<file path="src/hw/rtl/psgn_pkg.sv">
// Package for the PSG register write and noise block.
// Holds field widths, command codes, the volume table and the shared control types.
// Used by every module under hw/rtl except psgn_alu; it depends on nothing.
`default_nettype none

package psgn_pkg;

  localparam int unsigned STEP_W   = 16;
  localparam int unsigned PERIOD_W = 12;
  localparam int unsigned ADD_W    = STEP_W + 3;
  localparam int unsigned LEVEL_W  = 14;
  localparam int unsigned LFSR_W   = 17;
  localparam int unsigned DIV_CNT_W = $clog2(STEP_W);

  localparam int unsigned ADD_MAX = ((1 << STEP_W) - 1) << 3;
  localparam int unsigned PHASE_UNIT_DEF = 1024;

  localparam logic [STEP_W-1:0] STEP_RESET = 16'd2597;

  localparam logic [1:0] CMD_PSG_WRITE = 2'd0;
  localparam logic [1:0] CMD_STEREO    = 2'd1;
  localparam logic [1:0] CMD_TICK      = 2'd2;

  localparam logic [7:0] LATCH_MASK  = 8'h90;
  localparam logic [7:0] LATCH_CODE  = 8'h80;
  localparam logic [7:0] VOLUME_CODE = 8'h90;
  localparam logic [1:0] CH_TONE2    = 2'd2;
  localparam logic [1:0] CH_NOISE    = 2'd3;
  localparam logic [1:0] RATE_FROM_TONE2 = 2'd3;

  localparam logic [LFSR_W-1:0] LFSR_SEED         = 17'h00001;
  localparam logic [LFSR_W-1:0] LFSR_TAP_WHITE    = 17'h12000;
  localparam logic [LFSR_W-1:0] LFSR_TAP_PERIODIC = 17'h10000;

  typedef struct packed {
    logic [PERIOD_W-1:0] period2;
    logic [2:0]          noise_ctl;
    logic [3:0]          volume;
    logic                cut_left;
    logic                cut_right;
  } psgn_ctl_t;

  typedef struct packed {
    logic [LEVEL_W-1:0] level;
    logic [LEVEL_W-1:0] left;
    logic [LEVEL_W-1:0] right;
  } psgn_res_t;

  function automatic logic [8:0] vol_lookup(input logic [3:0] idx);
    logic [8:0] v;
    unique case (idx)
      4'd0:  v = 9'h000;
      4'd1:  v = 9'h011;
      4'd2:  v = 9'h017;
      4'd3:  v = 9'h01d;
      4'd4:  v = 9'h028;
      4'd5:  v = 9'h031;
      4'd6:  v = 9'h03a;
      4'd7:  v = 9'h04b;
      4'd8:  v = 9'h060;
      4'd9:  v = 9'h074;
      4'd10: v = 9'h094;
      4'd11: v = 9'h0bd;
      4'd12: v = 9'h0e0;
      4'd13: v = 9'h0fc;
      4'd14: v = 9'h0ff;
      default: v = 9'h100;
    endcase
    return v;
  endfunction

endpackage

`default_nettype wire

</file>
<file path="src/hw/rtl/psgn_alu.sv">
// Shared add/subtract unit of the noise sequencer.
// Serves divide steps, the phase add and the phase-unit compare; it does not use psgn_pkg.
`default_nettype none

module psgn_alu #(
  parameter int unsigned W = 20
) (
  input  wire logic [W-1:0] a_i,
  input  wire logic [W-1:0] b_i,
  input  wire logic         sub_i,
  output logic      [W-1:0] sum_o,
  output logic              carry_o
);

  logic [W:0] full;

  // With subtraction the carry out is set exactly when a is not below b.
  assign full = {1'b0, a_i} + {1'b0, b_i ^ {W{sub_i}}} + (W+1)'(sub_i);
  assign sum_o   = full[W-1:0];
  assign carry_o = full[W];

endmodule

`default_nettype wire

</file>
<file path="src/hw/rtl/psgn_decode.sv">
// PSG byte decoder: channel 2 period, noise control, noise volume and stereo cuts.
// Depends on psgn_pkg for the command constants and the control struct.
`default_nettype none

module psgn_decode
  import psgn_pkg::*;
(
  input  wire logic       clk_i,
  input  wire logic       rst_ni,
  input  wire logic       psg_we_i,
  input  wire logic       stereo_we_i,
  input  wire logic [7:0] data_i,
  output psgn_ctl_t       ctl_o,
  output logic            reseed_o
);

  logic [PERIOD_W-1:0] period2_q, period2_d;
  logic [2:0]          noise_ctl_q, noise_ctl_d;
  logic [3:0]          volume_q, volume_d;
  logic [7:0]          prev_q, prev_d;
  logic                cut_left_q, cut_left_d;
  logic                cut_right_q, cut_right_d;
  logic                prev_latch, data_latch, data_volume;
  logic [1:0]          prev_ch, data_ch;

  assign prev_latch  = (prev_q & LATCH_MASK) == LATCH_CODE;
  assign data_latch  = (data_i & LATCH_MASK) == LATCH_CODE;
  assign data_volume = (data_i & LATCH_MASK) == VOLUME_CODE;
  assign prev_ch     = prev_q[6:5];
  assign data_ch     = data_i[6:5];

  // Only channel 2 (divider source) and the low bits of channel 3 (rate and
  // mode) affect the noise output, so the other period bits are not kept.
  always_comb begin
    period2_d   = period2_q;
    noise_ctl_d = noise_ctl_q;
    volume_d    = volume_q;
    prev_d      = prev_q;
    cut_left_d  = cut_left_q;
    cut_right_d = cut_right_q;
    reseed_o    = 1'b0;
    if (psg_we_i) begin
      if (prev_latch && prev_ch == CH_TONE2) begin
        period2_d[PERIOD_W-1:4] = data_i;
      end
      if (data_latch && data_ch == CH_TONE2) begin
        period2_d[3:0] = data_i[3:0];
      end
      if (data_latch && data_ch == CH_NOISE) begin
        noise_ctl_d = data_i[2:0];
        reseed_o    = 1'b1;
      end
      if (data_volume && data_ch == CH_NOISE) begin
        volume_d = ~data_i[3:0];
      end
      prev_d = data_i;
    end
    if (stereo_we_i) begin
      cut_left_d  = ~data_i[7];
      cut_right_d = ~data_i[3];
    end
  end

  always_ff @(posedge clk_i or negedge rst_ni) begin
    if (!rst_ni) begin
      period2_q   <= '0;
      noise_ctl_q <= '0;
      volume_q    <= '0;
      prev_q      <= '0;
      cut_left_q  <= 1'b0;
      cut_right_q <= 1'b0;
    end else begin
      period2_q   <= period2_d;
      noise_ctl_q <= noise_ctl_d;
      volume_q    <= volume_d;
      prev_q      <= prev_d;
      cut_left_q  <= cut_left_d;
      cut_right_q <= cut_right_d;
    end
  end

  assign ctl_o.period2   = period2_q;
  assign ctl_o.noise_ctl = noise_ctl_q;
  assign ctl_o.volume    = volume_q;
  assign ctl_o.cut_left  = cut_left_q;
  assign ctl_o.cut_right = cut_right_q;

endmodule

`default_nettype wire

</file>
<file path="src/hw/rtl/psgn_noise_seq.sv">
// Noise sequencer: output level, phase advance with an optional divide, LFSR stepping.
// Depends on psgn_pkg and instantiates psgn_alu as its only arithmetic unit.
`default_nettype none

module psgn_noise_seq
  import psgn_pkg::*;
#(
  parameter int unsigned PHASE_UNIT = PHASE_UNIT_DEF
) (
  input  wire logic              clk_i,
  input  wire logic              rst_ni,
  input  wire psgn_ctl_t         ctl_i,
  input  wire logic [STEP_W-1:0] step_inc_i,
  input  wire logic              start_i,
  input  wire logic              reseed_i,
  input  wire logic              emit_ready_i,
  output logic                   idle_o,
  output logic                   emit_o,
  output psgn_res_t              res_o
);

  localparam int unsigned PHASE_W = $clog2(PHASE_UNIT + ADD_MAX);

  typedef enum logic [2:0] {
    S_IDLE,
    S_DIV,
    S_ADD,
    S_STEP,
    S_EMIT
  } state_e;

  state_e               state_q, state_d;
  logic [LFSR_W-1:0]    lfsr_q, lfsr_d;
  logic [PHASE_W-1:0]   phase_q, phase_d;
  logic [ADD_W-1:0]     acc_q, acc_d;
  logic [PERIOD_W-1:0]  rem_q, rem_d;
  logic [DIV_CNT_W-1:0] cnt_q, cnt_d;
  psgn_res_t            res_q, res_d;

  logic [PHASE_W-1:0]   alu_a, alu_b, alu_sum;
  logic                 alu_sub, alu_carry;
  logic [PERIOD_W:0]    trial;
  logic [1:0]           rate;
  logic [1:0]           shift;
  logic [LEVEL_W-1:0]   vol, level;
  logic [LFSR_W-1:0]    tapped;

  psgn_alu #(
    .W (PHASE_W)
  ) u_alu (
    .a_i     (alu_a),
    .b_i     (alu_b),
    .sub_i   (alu_sub),
    .sum_o   (alu_sum),
    .carry_o (alu_carry)
  );

  assign trial = {rem_q, acc_q[STEP_W-1]};
  assign rate  = ctl_i.noise_ctl[1:0];
  assign shift = (rate == RATE_FROM_TONE2) ? 2'd3 : ~rate;
  assign vol   = {1'b0, vol_lookup(ctl_i.volume), 4'b0000};
  assign level = lfsr_q[0] ? vol : -vol;
  assign tapped = lfsr_q ^ ({LFSR_W{lfsr_q[0]}} &
                  (ctl_i.noise_ctl[2] ? LFSR_TAP_WHITE : LFSR_TAP_PERIODIC));

  always_comb begin
    alu_a   = phase_q;
    alu_b   = PHASE_W'(PHASE_UNIT);
    alu_sub = 1'b1;
    unique case (state_q)
      S_DIV: begin
        alu_a = PHASE_W'(trial);
        alu_b = PHASE_W'(ctl_i.period2);
      end
      S_ADD: begin
        alu_b   = PHASE_W'(acc_q);
        alu_sub = 1'b0;
      end
      default: ;
    endcase
  end

  always_comb begin
    state_d = state_q;
    lfsr_d  = lfsr_q;
    phase_d = phase_q;
    acc_d   = acc_q;
    rem_d   = rem_q;
    cnt_d   = cnt_q;
    res_d   = res_q;
    unique case (state_q)
      S_IDLE: begin
        if (reseed_i) begin
          lfsr_d = LFSR_SEED;
        end
        if (start_i) begin
          // The result uses the LFSR as it stands before this tick's steps.
          res_d.level = level;
          res_d.left  = ctl_i.cut_left  ? LEVEL_W'($signed(level) >>> 2) : level;
          res_d.right = ctl_i.cut_right ? LEVEL_W'($signed(level) >>> 2) : level;
          rem_d = '0;
          cnt_d = '0;
          if (rate == RATE_FROM_TONE2 && ctl_i.period2 != '0) begin
            acc_d   = ADD_W'(step_inc_i);
            state_d = S_DIV;
          end else begin
            acc_d   = ADD_W'(step_inc_i) << shift;
            state_d = S_ADD;
          end
        end
      end
      S_DIV: begin
        // Restoring divide, one quotient bit per cycle.
        rem_d = alu_carry ? alu_sum[PERIOD_W-1:0] : trial[PERIOD_W-1:0];
        acc_d = {acc_q[ADD_W-1:STEP_W], acc_q[STEP_W-2:0], alu_carry};
        cnt_d = cnt_q + 1'b1;
        if (cnt_q == DIV_CNT_W'(STEP_W - 1)) begin
          state_d = S_ADD;
        end
      end
      S_ADD: begin
        phase_d = alu_sum;
        state_d = S_STEP;
      end
      S_STEP: begin
        if (alu_carry) begin
          phase_d = alu_sum;
          lfsr_d  = {1'b0, tapped[LFSR_W-1:1]};
        end else begin
          state_d = S_EMIT;
        end
      end
      S_EMIT: begin
        if (emit_ready_i) begin
          state_d = S_IDLE;
        end
      end
      default: state_d = S_IDLE;
    endcase
  end

  always_ff @(posedge clk_i or negedge rst_ni) begin
    if (!rst_ni) begin
      state_q <= S_IDLE;
      lfsr_q  <= LFSR_SEED;
      phase_q <= '0;
      acc_q   <= '0;
      rem_q   <= '0;
      cnt_q   <= '0;
      res_q   <= '0;
    end else begin
      state_q <= state_d;
      lfsr_q  <= lfsr_d;
      phase_q <= phase_d;
      acc_q   <= acc_d;
      rem_q   <= rem_d;
      cnt_q   <= cnt_d;
      res_q   <= res_d;
    end
  end

  assign idle_o = state_q == S_IDLE;
  assign emit_o = state_q == S_EMIT;
  assign res_o  = res_q;

`ifndef SYNTHESIS
  // The feedback only reaches the top bit just before a shift, so it is
  // always clear between edges and the register can never lock up at zero.
  a_lfsr_live: assert property (@(posedge clk_i) disable iff (!rst_ni)
    lfsr_q != '0 && !lfsr_q[LFSR_W-1])
    else $error("noise LFSR reached an illegal value");

  a_phase_bounded: assert property (@(posedge clk_i) disable iff (!rst_ni)
    (state_q == S_EMIT || state_q == S_IDLE) |-> phase_q < PHASE_W'(PHASE_UNIT))
    else $error("noise phase left at or above one unit after a tick");

  a_div_remainder: assert property (@(posedge clk_i) disable iff (!rst_ni)
    state_q == S_DIV |-> rem_q < ctl_i.period2)
    else $error("divider remainder not below the divisor");

  a_div_length: assert property (@(posedge clk_i) disable iff (!rst_ni)
    (state_q == S_DIV && $past(state_q) == S_IDLE) |-> cnt_q == '0)
    else $error("divide started with a stale step count");
`endif

endmodule

`default_nettype wire

</file>
<file path="src/hw/rtl/psg_register_write_and_noise.sv">
// Top level of the PSG register write and noise block: handshakes, step register, output register.
// Depends on psgn_pkg, psgn_decode and psgn_noise_seq (which holds psgn_alu).
//
//   channel | signals                                                          | direction
//   --------+------------------------------------------------------------------+----------
//   in      | in_valid_i, in_ready_o, cmd_i, data_i                            | input
//   out     | out_valid_o, out_ready_i, noise_level_o, left_out_o, right_out_o | output
//   cfg     | cfg_valid_i, cfg_ready_o, cfg_data_i                             | input
//
// Byte and stereo writes are taken while the sequencer is idle. A tick runs the divide when
// the rate comes from channel 2 with a nonzero period, then the phase add, one LFSR step per
// whole PHASE_UNIT of phase and the emit, with the one shared adder/subtractor. Reset
// clears decoder state, sets step to STEP_RESET, reseeds the LFSR; no clearing pass is needed.
// A finished result waits in the output register while the next items are taken;
// a second result stalls the sequencer until that register is free.
`default_nettype none

module psg_register_write_and_noise
  import psgn_pkg::*;
#(
  parameter int unsigned PHASE_UNIT = PHASE_UNIT_DEF
) (
  input  wire logic                      clk_i,
  input  wire logic                      rst_ni,
  input  wire logic                      in_valid_i,
  output logic                           in_ready_o,
  input  wire logic [1:0]                cmd_i,
  input  wire logic [7:0]                data_i,
  output logic                           out_valid_o,
  input  wire logic                      out_ready_i,
  output logic signed [LEVEL_W-1:0]      noise_level_o,
  output logic signed [LEVEL_W-1:0]      left_out_o,
  output logic signed [LEVEL_W-1:0]      right_out_o,
  input  wire logic                      cfg_valid_i,
  output logic                           cfg_ready_o,
  input  wire logic [STEP_W-1:0]         cfg_data_i
);

  logic [STEP_W-1:0] step_q;
  logic              in_xfer, seq_idle, seq_emit, emit_ready;
  psgn_ctl_t         ctl;
  logic              reseed;
  psgn_res_t         seq_res, out_q;
  logic              out_valid_q;

  assign cfg_ready_o = 1'b1;
  assign in_ready_o  = seq_idle;
  assign in_xfer     = in_valid_i && seq_idle;

  always_ff @(posedge clk_i or negedge rst_ni) begin
    if (!rst_ni) begin
      step_q <= STEP_RESET;
    end else if (cfg_valid_i) begin
      step_q <= cfg_data_i;
    end
  end

  psgn_decode u_decode (
    .clk_i       (clk_i),
    .rst_ni      (rst_ni),
    .psg_we_i    (in_xfer && cmd_i == CMD_PSG_WRITE),
    .stereo_we_i (in_xfer && cmd_i == CMD_STEREO),
    .data_i      (data_i),
    .ctl_o       (ctl),
    .reseed_o    (reseed)
  );

  psgn_noise_seq #(
    .PHASE_UNIT (PHASE_UNIT)
  ) u_seq (
    .clk_i        (clk_i),
    .rst_ni       (rst_ni),
    .ctl_i        (ctl),
    .step_inc_i   (step_q),
    .start_i      (in_xfer && cmd_i == CMD_TICK),
    .reseed_i     (reseed),
    .emit_ready_i (emit_ready),
    .idle_o       (seq_idle),
    .emit_o       (seq_emit),
    .res_o        (seq_res)
  );

  assign emit_ready = !out_valid_q || out_ready_i;

  always_ff @(posedge clk_i or negedge rst_ni) begin
    if (!rst_ni) begin
      out_valid_q <= 1'b0;
    end else if (emit_ready) begin
      out_valid_q <= seq_emit;
    end
  end

  always_ff @(posedge clk_i) begin
    if (emit_ready && seq_emit) begin
      out_q <= seq_res;
    end
  end

  assign out_valid_o   = out_valid_q;
  assign noise_level_o = $signed(out_q.level);
  assign left_out_o    = $signed(out_q.left);
  assign right_out_o   = $signed(out_q.right);

endmodule

`default_nettype wire

</file>
<file path="config.mk">
export PLATFORM = sky130hd
export DESIGN_NAME = psg_register_write_and_noise
export DESIGN_NICKNAME = d
export VERILOG_FILES = /design/src/hw/rtl/psgn_pkg.sv /design/src/hw/rtl/psgn_alu.sv /design/src/hw/rtl/psgn_decode.sv /design/src/hw/rtl/psgn_noise_seq.sv /design/src/hw/rtl/psg_register_write_and_noise.sv
export SDC_FILE = /design/constraint.sdc
export NUM_CORES = 1
export LEC_CHECK = 0
export ABC_AREA = 1
export ABC_CLOCK_PERIOD_IN_PS = 4300
export BUFFER_PORTS_ARGS = -buffer_cell sky130_fd_sc_hd__buf_2
export CAP_MARGIN = 20
export CORE_ASPECT_RATIO = 0.7
export CORE_MARGIN = 3
export CORE_UTILIZATION = 50
export CTS_CLUSTER_SIZE = 20
export DETAILED_ROUTE_END_ITERATION = 10
export PLACE_DENSITY = 0.72
export SETUP_SLACK_MARGIN = 0.1
export SYNTH_ARGS = -nofsm -noshare
export SYNTH_HDL_FRONTEND = slang
export SYNTH_SLANG_ARGS = --single-unit
</file>
<file path="constraint.sdc">
create_clock -name clk_i -period 4.3 [get_ports clk_i]
set_input_delay 0.86 -clock clk_i [delete_from_list [all_inputs] [get_ports clk_i]]
set_output_delay 0.86 -clock clk_i [all_outputs]
set_load 0.01 [all_outputs]
</file>
After elaboration in Yosys (flattened, before gate mapping)
Memories as Yosys holds them, arrays and structs flattened. Index checks and enable logic that the tools add are counted.

ROM bits: 144. Register bits after elaboration: 205. Word-level logic and storage cells: 113. Memories: 1. Output and inout bits: 45.

Add/sub/neg operators: 4. Bitwise operators: 8. Muxes and demuxes: 29. Reductions and logical operators: 28. Shift operators: 1. Equality and inequality tests: 20.

Memory list: (no name shown) (depth 16, bits a word 9, rd ports 1, clocked after memory_dff 0, wr ports 0, line psgn_pkg.sv:51) `unique case (idx)`.

Operator list (count): $pmux 19 s2 (2); $mux 20 (2); $pmux 20 s2 (1); $mux 19 (2); $mux 17 (2); $pmux 17 s2 (1); $mux 14 (2); $mux 13 (2); $mux 12 (2); $pmux 12 s2 (1); $add 20x20->21 (1); $add 21x1->21 (1); $xor 19x20->20 (1); $shl 16x2->19 (1); $and 17x17->17 (1); $xor 17x17->17 (1); $eq 2x2->1 const B (8); $pmux 3 s5 (1); $neg 13->14 (1); $reduce_and 2->1 (7); $mux 3 (4); $reduce_bool 12->1 (1); $logic_and 1x1->1 (10); $ne 2x1->1 const B (4); 21 further kinds (31).

Depth between registers and ports, before layout
Gate-level depths: netlist of the first run.

Depth after elaboration: 7. Gate-level depth with buffers: 22. Mapped depth without buffers: 22.

By module
A second synthesis of the first run with hierarchy kept.

Cells, all modules: 1313. Area, all modules: 10722.8 µm².

By module, submodules not included: psgn_noise_seq (cells an instance 803, times used 1, area an instance 6148.4 µm², seq. area each 2653.8 µm²); psg_register_write_and_noise (cells an instance 126, times used 1, area an instance 2006.9 µm², seq. area each 1692.9 µm²); psgn_alu (cells an instance 262, times used 1, area an instance 1462.7 µm², seq. area each 0.0 µm²); psgn_decode (cells an instance 122, times used 1, area an instance 1104.8 µm², seq. area each 625.6 µm²).

Worst setup path before layout of the first run
OpenSTA, ideal clock, no wires.

Path kind: register to register. Start point: register u_seq.state_q[1]. End point: register u_seq.rem_q[1]. Buffers on the path: 3. Arrival time: 2.721 ns. Stages on the path, launching flop included: 19. Data required time: 4.160 ns. Setup slack: 1.439 ns. Cells stage by stage: dfrtp_1 -> inv_1 -> nand3_2 -> inv_1 -> clkbuf_1 -> nand2_1 -> o21ai_0 -> inv_1 -> ha_1 -> a21oi_2 -> inv_2 -> a21oi_2 -> o21ai_1 -> nand2_1 -> nand3_2 -> buf_4 -> buf_6 -> o21ai_0 -> o22ai_1.

Longest elaborated chain between the ends: 7. Elaborated cells on any way between the ends: 16. Those cells by class: add/sub: 2; eq/ne: 3; mux: 5; bitwise: 1; reduce/logical: 5.

Ends and longest elaborated chain: start, declared (line psgn_noise_seq.sv:32) `state_e state_q, state_d;`; start signal, assigned (line psgn_noise_seq.sv:152) `state_q <= state_d;`; $eq 3x2->1 or $eq 3x1->1 (tied branches) (line psgn_noise_seq.sv:70, psgn_noise_seq.sv:91); $pmux 19 s2 or $mux 1 (tied branches) (line psgn_noise_seq.sv:70) `unique case (state_q)`; $xor 19x20->20 (line psgn_alu.sv:18) `assign full = {1'b0, a_i} + {1'b0, b_i ^ {W{sub_i}}} + (W+1)'(sub_i);`; $add 20x20->21 (line psgn_alu.sv:18); $add 21x1->21 (line psgn_alu.sv:18); $mux 12 (line psgn_noise_seq.sv:114) `rem_d = alu_carry ? alu_sum[PERIOD_W-1:0] : trial[PERIOD_W-1:0];`; $pmux 12 s2 (line psgn_noise_seq.sv:91) `unique case (state_q)`; end signal, assigned (line psgn_noise_seq.sv:156) `rem_q <= rem_d;`; end, declared (line psgn_noise_seq.sv:36) `logic [PERIOD_W-1:0] rem_q, rem_d;`.

Several ways; a longest one is shown, not always the timed one. A chain may end at the register's enable or synchronous reset.

Worst setup path in the final report of the first run
Start point: register u_seq.state_q[1]. End point: register u_seq.phase_q[17].

Longest elaborated chain between the ends: 7. Elaborated cells on any way between the ends: 14. Those cells by class: add/sub: 2; eq/ne: 4; mux: 5; bitwise: 1; reduce/logical: 2.

Ends and longest elaborated chain: $eq 3x2->1 or $eq 3x1->1 (tied branches) (line psgn_noise_seq.sv:70, psgn_noise_seq.sv:91); $pmux 19 s2 or $mux 1 (tied branches) (line psgn_noise_seq.sv:70); $xor 19x20->20 (line psgn_alu.sv:18); $add 20x20->21 (line psgn_alu.sv:18); $add 21x1->21 (line psgn_alu.sv:18); $mux 20 or $ne 2x2->1 (tied branches); $pmux 20 s2 or $reduce_and 2->1 (tied branches); end signal, assigned (line psgn_noise_seq.sv:154) `phase_q <= phase_d;`; end, declared (line psgn_noise_seq.sv:34) `logic [PHASE_W-1:0] phase_q, phase_d;`.

Several ways; a longest one is shown, not always the timed one. The select of a mux whose other input is x is not followed.

==> results by group, run 1 <==
Timing
  • RSZ-0062 raised after global routing: false
  • Crit path time final: 3.563 ns
  • Final setup vio count: 0
  • Worst-Margin Slew: 0.6981 ns
  • Final hold violation count: 0
  • Setup TNS: 0 ns
  • Final worst-path setup slack: 0.7370 ns
  • Slew margin rel.: 0.5341
  • Peak Freq: 280.7 MHz
  • Slew Limit Fails: 0
  • Clock Skews: 0.009843 ns
  • Final Cycle Share: 0.8286

Clock tree
  • Clk buf depth: 2
  • CTS tree: built
  • Root Buffer: clkbuf_16
  • Clock transition at path regs: 0.07 ns
  • # Post-CTS Setup Buffers: 0
  • Inserted Clock Buffers: 17
  • H-Tree Depth: 4
  • Worst skew pair latency: 0.44 ns
  • Clock sinks: 180
  • Hold buffers post-CTS: 0
  • Cts repair resizes: 0

Critical path
  • Critical Path Max Stage Delay: 0.43 ns
  • WP data required: 4.60 ns
  • CP startpoint kind: register
  • CP delay by family, top: compound AO/OA/AOI/OAI gates
  • Critical path's slowest cell: o21ai_0
  • Critical Path Fanout Max: 26
  • CP endpoint kind: register
  • WP data arrival: 3.87 ns
  • Worst setup path category: reg -> reg
  • CP bufs+invs: 3
  • Worst-path cell chain: inv_1 -> nor2_1 -> nand2_2 -> o21ai_0 -> inv_1 -> ha_1 -> a21oi_1 -> o21a_1 -> o21ai_1 -> nand2_1 -> nand3_2 -> nand2_4 -> nand2_4 -> inv_4 -> o21ai_0

GRT
  • Initial antenna violation count: 0
  • Vias in the first global route: 7167
  • Largest net degree at the start of global routing: 78
  • First-pass GRT wire length: 38600 microns
  • Congestion Overflow GR: 0
  • Gr usage total: 0.2350

Synth
  • Syn avg cell area: 8.197 sq um
  • Post-Syn Area: 9689 sq um
  • Asr flop ratio synth: 0.8222
  • Synthesized instance count: 1182
  • Sequential share of the synthesized area: 0.4822
  • Post-synthesis cell type count: 57
  • Top-area cell type share of the netlist area: 0.3667
  • Number of synthesized flops with an enable pin: 32
  • Yosys top cell by area: dfrtp_1
  • Ys Warns: 0
  • Synth area leaders: dfrtp_1 37%, nand2_1 13%, edfxtp_1 9.9%
  • Main synth FF type: dfrtp_1
  • Commonest cells post-synth: 340 x nand2_1, 144 x inv_1, 142 x dfrtp_1
  • Most frequent cell after synthesis: nand2_1
  • Flip-flop and latch count after synthesis: 180

Routing
  • Drt first pass iters: 7
  • Via-to-Cell Ratio: 5.364
  • Vias: 8062
  • Final ANT Viol Nets: 0
  • DR WL/cell: 15.68 microns
  • DRC: 0
  • DRT iter0 DRCs: 832
  • Final wirelength: 23570 microns

Placement
  • Place WS: 0.8440 ns
  • DPL Wire Length: 17030 microns
  • Port buffer count: 66
  • Final Wtd Congestion: 0.9689

Pwr
  • Internal power: 4.972 mW
  • P_sw: 4.901 mW
  • VDD IR-drop max: 452.1 uV
  • Total Power: 9.873 mW
  • Sequential share of power: 0.278
  • Clock Power Share: 0.152
  • Sw frac: 0.4964
  • Comb pwr share: 0.570
  • Leak pwr: 5.208 nW
  • Cell Pwr Density: 919.7 nW/um^2

Final layout
  • Nets: 1288
  • Final core occ: 0.5797
  • Synthesis-to-layout area growth: 10.80%
  • ANT cells: 0
  • Layout cell share with drive strength beyond 1: 0.1398

Die
  • Die Y: 122.5 microns
  • Die Width: 172.4 microns
  • Die area: 21110 sq um
  • Site Rows: 41
  • Starting Density: 0.5232
  • Core ar.: 18520 sq um
  • # IOs: 76

Flow run
  • Max Cap Viol: 0

Worst hold path
  • Worst min path class: in -> async

Status
  • Status: finished, final reports clean
[layout make-up]
cell class,instances,area (sq um)
multi-input cells,805,4175
well taps,258,322.8
clock buffers,17,425.4
repair buffers,75,424.2
clock inverters,15,138.9
inverters,153,576.8
flip-flops and latches,180,4672
fillers,1694,7784
[flip-flops by register name, indices dropped and copies added (netlist names)]
signal and cells:
left_out_o 11, noise_level_o 9, out_valid_o 1, right_out_o 12, step_q 16, u_decode.cut_left_q 1
u_decode.cut_right_q 1, u_decode.noise_ctl_q 3, u_decode.period2_q 12, u_decode.prev_q 4, u_decode.volume_q 4, u_seq.acc_q 19
u_seq.cnt_q 4, u_seq.lfsr_q 16, u_seq.phase_q 20, u_seq.rem_q 12, u_seq.res_o 32, u_seq.state_q 3
[kinds of logic (layout without fill, tap and decap cells)]
logic type,after synthesis,after routing,share of synthesized area
buffers and inverters,204,260,0.09013
multiplexers,1,1,0.001162
adder cells (fa/ha/maj),25,25,0.03306
other,2,9,0.0007751
AO/OA/AOI/OAI,245,245,0.1504
XOR/XNOR,15,15,0.01511
AND/OR/NAND/NOR,510,510,0.2271
flip-flops,180,180,0.4822
[worst register-to-register path: stages (launching register included)]
cell     delay (ns)
dfrtp_1        0.36
inv_1          0.09
nor2_1         0.17
nand2_2        0.31
o21ai_0        0.43
inv_1          0.12
ha_1           0.38
a21oi_1        0.28
o21a_1         0.15
o21ai_1        0.07
nand2_1        0.08
nand3_2        0.09
nand2_4        0.21
nand2_4        0.20
inv_4          0.34
o21ai_0        0.16
[per-layer routing]
metal,wire (microns),track usage,part of all wire,vias up
met2,9113,0.3023,0.39,366
met3,2286,0.05538,0.097,23
met5,0,0,0,-
met4,207,0.05234,0.0088,0
met1,11960,0.3924,0.51,3708
li1,-,-,-,3965
[final timing paths]
check / startpoint / cells after the start / to / slack (ns)
worst min-delay path: rst_ni / 1 / u_decode.volume_q[0]$_DFFE_PN0P_ / 0.44
worst min register to register: u_seq.res_o[2]$_DFFE_PN0P_ / 0 / right_out_o[2]$_DFFE_PP_ / 0.45
worst max-delay path: u_seq.state_q[1]$_DFFE_PN0P_ / 15 / u_seq.phase_q[17]$_DFFE_PN0P_ / 0.74
min in group clk_i: u_seq.res_o[2]$_DFFE_PN0P_ / 0 / right_out_o[2]$_DFFE_PP_ / 0.45
max in group asynchronous: rst_ni / 2 / u_seq.lfsr_q[0]$_DFFE_PN1P_ / 3.01
worst max register to register: u_seq.state_q[1]$_DFFE_PN0P_ / 15 / u_seq.phase_q[17]$_DFFE_PN0P_ / 0.74
[stage by stage]
step	hold slack, ns	cells	instance area, sq um
4_1_cts	0.4455	1502	10720
3_3_place_gp	0.4296	1470	10160
5_1_grt	0.4543	1503	10740
2_1_floorplan	0.4253	1189	9716
3_5_place_dp	0.4296	1470	10160
6_report	0.4443	1503	10740
[power by group through the flow]
stage	Combinational [mW]	Sequential [mW]	Clock (mW)
after detailed placement	5.47	2.76	0
final	5.63	2.75	1.50
after CTS	5.53	2.74	1.52
after global routing	6.34	2.82	1.58
after floorplan	4.27	2.67	0
after global placement	5.41	2.76	0
[placed cells by master (no fill, tap or decap), types with 17 or more instances in the layout]
master,netlist,layout
nand3_1,51,51
ha_1,24,24
nor2_1,61,59
o211ai_1,24,24
a21oi_1,30,30
o22ai_1,18,18
buf_2,9,65
inv_1,144,144
o21ai_0,112,112
o21ai_1,19,19
clkbuf_16,0,17
dfrtp_1,142,142
edfxtp_1,32,32
nand2_1,340,340
Note: power is estimated with default switching activity, not from simulation.
==> run 2: changes to the inputs <==
Settings changed: ABC_CLOCK_PERIOD_IN_PS 4300 to 3710.
Clock period 4.3 ns to 3.71 ns, I/O delays scaled along.
==> run 2 against run 1 <==
Critical path depth up 2; register-to-register slack lost 0.39 ns; final cell count is essentially flat; first-iteration DRC count is 4.2% higher; clock-buffer cell count unchanged; total power increased by 18%; cell area rose by 0.85%; sequential power grew 17%; sequential share of layout area shrank 0.37 points; critical path type unchanged; largest cell class unchanged.
==> results by group, run 2 (same netlist as run 1, synthesis figures left out) <==
Status
  • Status: finished, final reports clean

Placement
  • Dpl cells: 1472
  • Final Wtd Congestion: 0.9662
  • Port buffer count: 66
  • Place WS: 0.2486 ns
  • DPL Wire Length: 17100 microns
  • Placed Area: 10170 sq um

Final layout
  • Final instance area: 10830 sq um
  • Synthesis-to-layout area growth: 11.74%
  • Multi-input logic area: 4184 sq um
  • Commonest cells after routing, fill and taps aside: 340 x nand2_1, 143 x inv_1, 142 x dfrtp_1, 112 x o21ai_0, 65 x buf_2
  • Fillers: 1670
  • ANT cells: 0
  • Commonest non-fill, non-tap cell in the layout: nand2_1
  • Layout cell share with drive strength beyond 1: 0.1413
  • Nets: 1289
  • Non-Filler Instances: 1504
  • Reg area: 4672 sq um
  • Max FFs per register: 32

Timing
  • Final setup vio count: 0
  • Clock Skews: 0.007308 ns
  • Peak Freq: 297.1 MHz
  • RSZ-0062 raised after global routing: false
  • Setup TNS: 0 ns
  • Slew margin rel.: 0.3302
  • Crit path time final: 3.366 ns
  • Final Cycle Share: 0.9073
  • Final hold violation count: 0
  • Worst-Margin Slew: 1.004 ns
  • Final worst-path setup slack: 0.3440 ns
  • Slew Limit Fails: 0

Die
  • Die Width: 172.4 microns
  • Die Y: 122.5 microns
  • Core ar.: 18520 sq um
  • Die area: 21110 sq um
  • # IOs: 76
  • Site Rows: 41
  • Starting Density: 0.5232

Clock tree
  • # Post-CTS Setup Buffers: 0
  • Inserted Clock Buffers: 17
  • Root Buffer: clkbuf_16
  • CTS tree: built
  • H-Tree Depth: 4
  • Clk buf depth: 2
  • Worst skew pair latency: 0.43 ns
  • Clock sinks: 180
  • Clock transition at path regs: 0.07 ns

Pwr
  • Clock Power Share: 0.166
  • Comb pwr share: 0.558
  • Leak pwr: 5.248 nW
  • Sw frac: 0.4816
  • Sequential share of power: 0.276
  • Cell Pwr Density: 1073 nW/um^2
  • VDD IR-drop max: 542.6 uV
  • P_sw: 5.595 mW
  • Total Power: 11.62 mW
  • Internal power: 6.021 mW

Critical path
  • CP endpoint kind: register
  • WP data arrival: 3.73 ns
  • R2R cell count: 17
  • Critical R2R Capture: u_seq.rem_q[7]$_DFFE_PN0P_
  • CP startpoint kind: register
  • WP data required: 4.07 ns
  • Critical Path Fanout Max: 19
  • R2r startpoint: u_seq.state_q[0]$_DFFE_PN0P_
  • Worst setup path category: reg -> reg
  • Worst R2R Setup Slack: 0.34 ns

Worst hold path
  • Worst min path class: in -> async

Routing
  • DR WL/cell: 15.46 microns
  • Final ANT Viol Nets: 0
  • Drt first pass iters: 5
  • Vias: 7945
  • DRC: 0
  • Final wirelength: 23250 microns
  • Via-to-Cell Ratio: 5.283
  • DRT iter0 DRCs: 867

GRT
  • Largest net degree at the start of global routing: 66
  • First-pass GRT wire length: 38220 microns
  • Initial antenna violation count: 0
  • Gr usage total: 0.2308
  • Congestion Overflow GR: 0
  • Vias in the first global route: 7170

Flow run
  • Max Cap Viol: 0
run 2: cell types whose count changed in the layout (fill, tap and decap cells not counted), moves of 2 or more:
cell,change
bufinv_16,+4
inv_6,-4
inv_8,-2
clkinv_2,+2
run 2: metal layers:
layer  vias to the layer above  track usage  part of all wire
li1                       3970            -                 -
met1                      3671       0.3862              0.53
met2                       273       0.2933              0.38
met3                        31      0.05184             0.082
met4                         0      0.05882             0.014
met5                         -            0                 0
run 2: power by group through the flow:
stage	Clock, mW	Combinational, mW	Sequential, mW
after floorplan	0	4.95	3.09
after global placement	0	6.22	3.21
after detailed placement	0	6.30	3.22
after CTS	1.94	6.34	3.19
after global routing	2.03	7.33	3.28
final	1.92	6.49	3.21
run 2: final cells by class:
type                    count  area share
flip-flops and latches    180      0.4315
multi-input cells         805      0.3865
inverters                 153     0.05385
repair buffers             76     0.03987
clock buffers              17     0.03929
well taps                 258     0.02982
clock inverters            15     0.01918
run 2: worst max path at each step:
stage,from,endpoint,slack [ns],depth (start not counted)
4_1_cts,u_seq.state_q[0]$_DFFE_PN0P_,u_seq.phase_q[17]$_DFFE_PN0P_,0.25,18
5_1_grt,u_seq.state_q[1]$_DFFE_PN0P_,u_seq.phase_q[14]$_DFFE_PN0P_,0.11,14
3_5_place_dp,u_seq.state_q[0]$_DFFE_PN0P_,u_seq.phase_q[17]$_DFFE_PN0P_,0.25,18
6_report,u_seq.state_q[0]$_DFFE_PN0P_,u_seq.rem_q[7]$_DFFE_PN0P_,0.34,17
2_1_floorplan,u_seq.state_q[1]$_DFFE_PN0P_,u_seq.rem_q[1]$_DFFE_PN0P_,0.85,18
3_3_place_gp,u_seq.state_q[2]$_DFFE_PN0P_,u_seq.rem_q[7]$_DFFE_PN0P_,0.36,19
run 2: per-stage QoR:
step	util	hold WS, ns
global route	0.5846	0.3502
detailed placement	0.5492	0.4311
finish	0.5846	0.2883
global placement	0.5492	0.4298
CTS	0.5834	0.3212
floorplan	-	0.4253
run 2: repair_timing:
item / in CTS / in global routing
gates resized for setup: 0 / 7
hold buffers: 0 / 0
setup endpoints to repair: 0 / 25
run 2: critical path, cell delays in order, from the launching register on:
cell        delay (ns)
dfrtp_1           0.45
nand3_2           0.15
clkinvlp_4        0.30
buf_4             0.31
nand2_1           0.09
o21ai_0           0.09
ha_1              0.39
nand2_2           0.11
nor2_2            0.13
inv_2             0.05
nor3_2            0.14
nand3_1           0.13
nand3_2           0.14
buf_4             0.26
nand2_2           0.21
o21ai_0           0.18
nand2_1           0.12
nand2_1           0.06
==> run 3: changes to the inputs <==
Settings changed: GPL_TIMING_DRIVEN from default to 0, REMOVE_ABC_BUFFERS from default to 1.
==> run 3 against run 2 <==
Fmax is 3.0% lower; critical endpoint is now u_seq.phase_q[0]$_DFFE_PN0P_; utilization rose by 0.78 points; die area did not move.
==> results by group, run 3 (same netlist as run 1, synthesis figures left out) <==
Die
  • Starting Density: 0.5232
  • # IOs: 76
  • Die Y: 122.5 microns
  • Die area: 21110 sq um
  • Die Width: 172.4 microns
  • Site Rows: 41
  • Core ar.: 18520 sq um

Critical path
  • Critical path's slowest cell: dfrtp_2
  • Critical Path Fanout Max: 26
  • WP data required: 4.03 ns
  • Worst setup path category: reg -> reg
  • WP data arrival: 3.79 ns
  • Worst-path cell chain: nand3_4 -> clkinvlp_4 -> buf_4 -> nand2_1 -> o21ai_0 -> ha_2 -> nand2_2 -> nor2_2 -> inv_2 -> o21ai_1 -> nand2_1 -> nand3_4 -> nand2_8 -> nand2_8 -> clkinv_8 -> nand2_2 -> o21ai_2
  • Worst R2R Setup Slack: 0.24 ns
  • Critical Path Max Stage Delay: 0.50 ns
  • CP startpoint kind: register
  • CP endpoint kind: register

Routing
  • Drt first pass iters: 5
  • Routed wl met3: 1847 microns
  • DRT iter0 DRCs: 716
  • Met1 Wirelength: 11680 microns
  • Vias: 8153
  • Final wirelength: 23430 microns
  • Final ANT Viol Nets: 0
  • DR WL/cell: 15.49 microns
  • Metal2 WL: 9584 microns
  • DRC: 0
  • Highest Signal Layer: met4
  • Via-to-Cell Ratio: 5.392

Placement
  • Final Wtd Congestion: 0.8912
  • Placed Area: 10160 sq um
  • DPL Wire Length: 15740 microns
  • Place WS: -1.724 ns
  • Port buffer count: 66

Final layout
  • Nets: 1297
  • Final core occ: 0.5925
  • Max FFs per register: 32
  • Final instance area: 10970 sq um
  • Synthesis-to-layout area growth: 13.24%
  • Layout cell share with drive strength beyond 1: 0.1531
  • ANT cells: 0
  • Commonest cells after routing, fill and taps aside: 340 x nand2_1, 141 x inv_1, 141 x dfrtp_1, 112 x o21ai_0, 65 x buf_2
  • Commonest non-fill, non-tap cell in the layout: nand2_1

Timing
  • RSZ-0062 raised after global routing: false
  • Final Cycle Share: 0.9351
  • Clock Skews: 0.01252 ns
  • Worst-Margin Slew: 0.9098 ns
  • Peak Freq: 288.3 MHz
  • Slew Limit Fails: 0
  • Slew margin rel.: 0.3920
  • Final worst-path setup slack: 0.2409 ns
  • Final setup vio count: 0
  • Final hold violation count: 0
  • Crit path time final: 3.469 ns

Pwr
  • VDD IR-drop max: 540.8 uV
  • Cell Pwr Density: 1074 nW/um^2
  • Comb pwr share: 0.575
  • Leak pwr: 5.275 nW
  • P_sw: 5.848 mW
  • Sequential share of power: 0.271
  • Sw frac: 0.4961
  • Clock Power Share: 0.155
  • Internal power: 5.941 mW

GRT
  • Initial antenna violation count: 0
  • First-pass GRT wire length: 37880 microns
  • Congestion Overflow GR: 0
  • Vias in the first global route: 7356
  • Gr usage total: 0.2274
  • Largest net degree at the start of global routing: 79

Clock tree
  • Clk buf depth: 2
  • CTS tree: built
  • Clock sinks: 180
  • H-Tree Depth: 4
  • Root Buffer: clkbuf_16
  • Clock transition at path regs: 0.08 ns
  • Inserted Clock Buffers: 17
  • Worst skew pair latency: 0.44 ns

Status
  • Status: finished, final reports clean

Flow run
  • Max Cap Viol: 0

Worst hold path
  • Worst min path class: in -> async
run 3: cell count changes in the layout (fill, tap and decap cells not counted), moves of 3 or more:
| cell | before | now |
|---|---|---|
| inv_6 | 2 | 5 |
| clkinv_8 | 1 | 6 |
| nand3_4 | 0 | 3 |
| bufinv_16 | 4 | 0 |
run 3: layout make-up:
type / count / area (sq um)
inverter: 153 / 596.8
sequential: 180 / 4673
clock buffer: 17 / 425.4
clock inverter: 15 / 177.7
multi-input combinational: 809 / 4287
fill: 1595 / 7547
timing repair buffer: 79 / 481.7
timing repair inverter: 1 / 7.507
tap: 258 / 322.8
run 3: routing by layer:
metal,GRT usage,vias to the layer above
met3,0.04733,25
met2,0.3121,316
li1,-,3999
met5,0,-
met1,0.3664,3813
met4,0.05135,0
run 3: path summary, 6_finish.rpt:
check                      cells after the start                            to                    startpoint
min in group clk_i                             0      right_out_o[2]$_DFFE_PP_    u_seq.res_o[2]$_DFFE_PN0P_
hold reg to reg                                0      right_out_o[2]$_DFFE_PP_    u_seq.res_o[2]$_DFFE_PN0P_
setup reg to reg                              17  u_seq.phase_q[0]$_DFFE_PN0P_  u_seq.state_q[0]$_DFFE_PN0P_
setup / recovery                              17  u_seq.phase_q[0]$_DFFE_PN0P_  u_seq.state_q[0]$_DFFE_PN0P_
max in group asynchronous                      2  u_seq.state_q[0]$_DFFE_PN0P_                        rst_ni
hold / removal                                 1   u_seq.lfsr_q[6]$_DFFE_PN0P_                        rst_ni
run 3: per-stage QoR:
step,instances,hold slack [ns],power (mW),setup TNS [ns]
2_1_floorplan,1138,0.4253,7.804,-1.340
3_3_place_gp,1462,0.4309,9.219,-112.39
3_5_place_dp,1465,0.4311,9.370,-74.25
4_1_cts,1504,0.3524,11.45,0
5_1_grt,1512,0.3808,12.77,0
6_report,1512,0.3270,11.79,0
run 3: repair_timing:
| action | 4_1_cts | 5_1_grt |
|---|---|---|
| hold endpoints to repair | 0 | 0 |
| gates resized for setup | 10 | 12 |
| gates cloned | 4 | 1 |
| buffers inserted | 3 | 7 |
| hold buffers | 0 | 0 |
| pin swaps | 2 | 3 |
| setup endpoints to repair | 57 | 50 |
run 3: critical path, delay by kind of cell, from the launching register on:
family / cells / cell delay (ns)
simple gates: 9 / 1.45
buf+inv: 4 / 0.57
flops: 1 / 0.50
fa+ha+maj: 1 / 0.42
compound gates: 3 / 0.37
run 3: power by group through the flow:
stage	clock network, mW	registers (mW)	logic [mW]
after detailed placement	0	3.20	6.17
after CTS	1.84	3.17	6.44
final	1.82	3.19	6.77
after global routing	1.93	3.27	7.57
after floorplan	0	3.10	4.71
after global placement	0	3.17	6.04
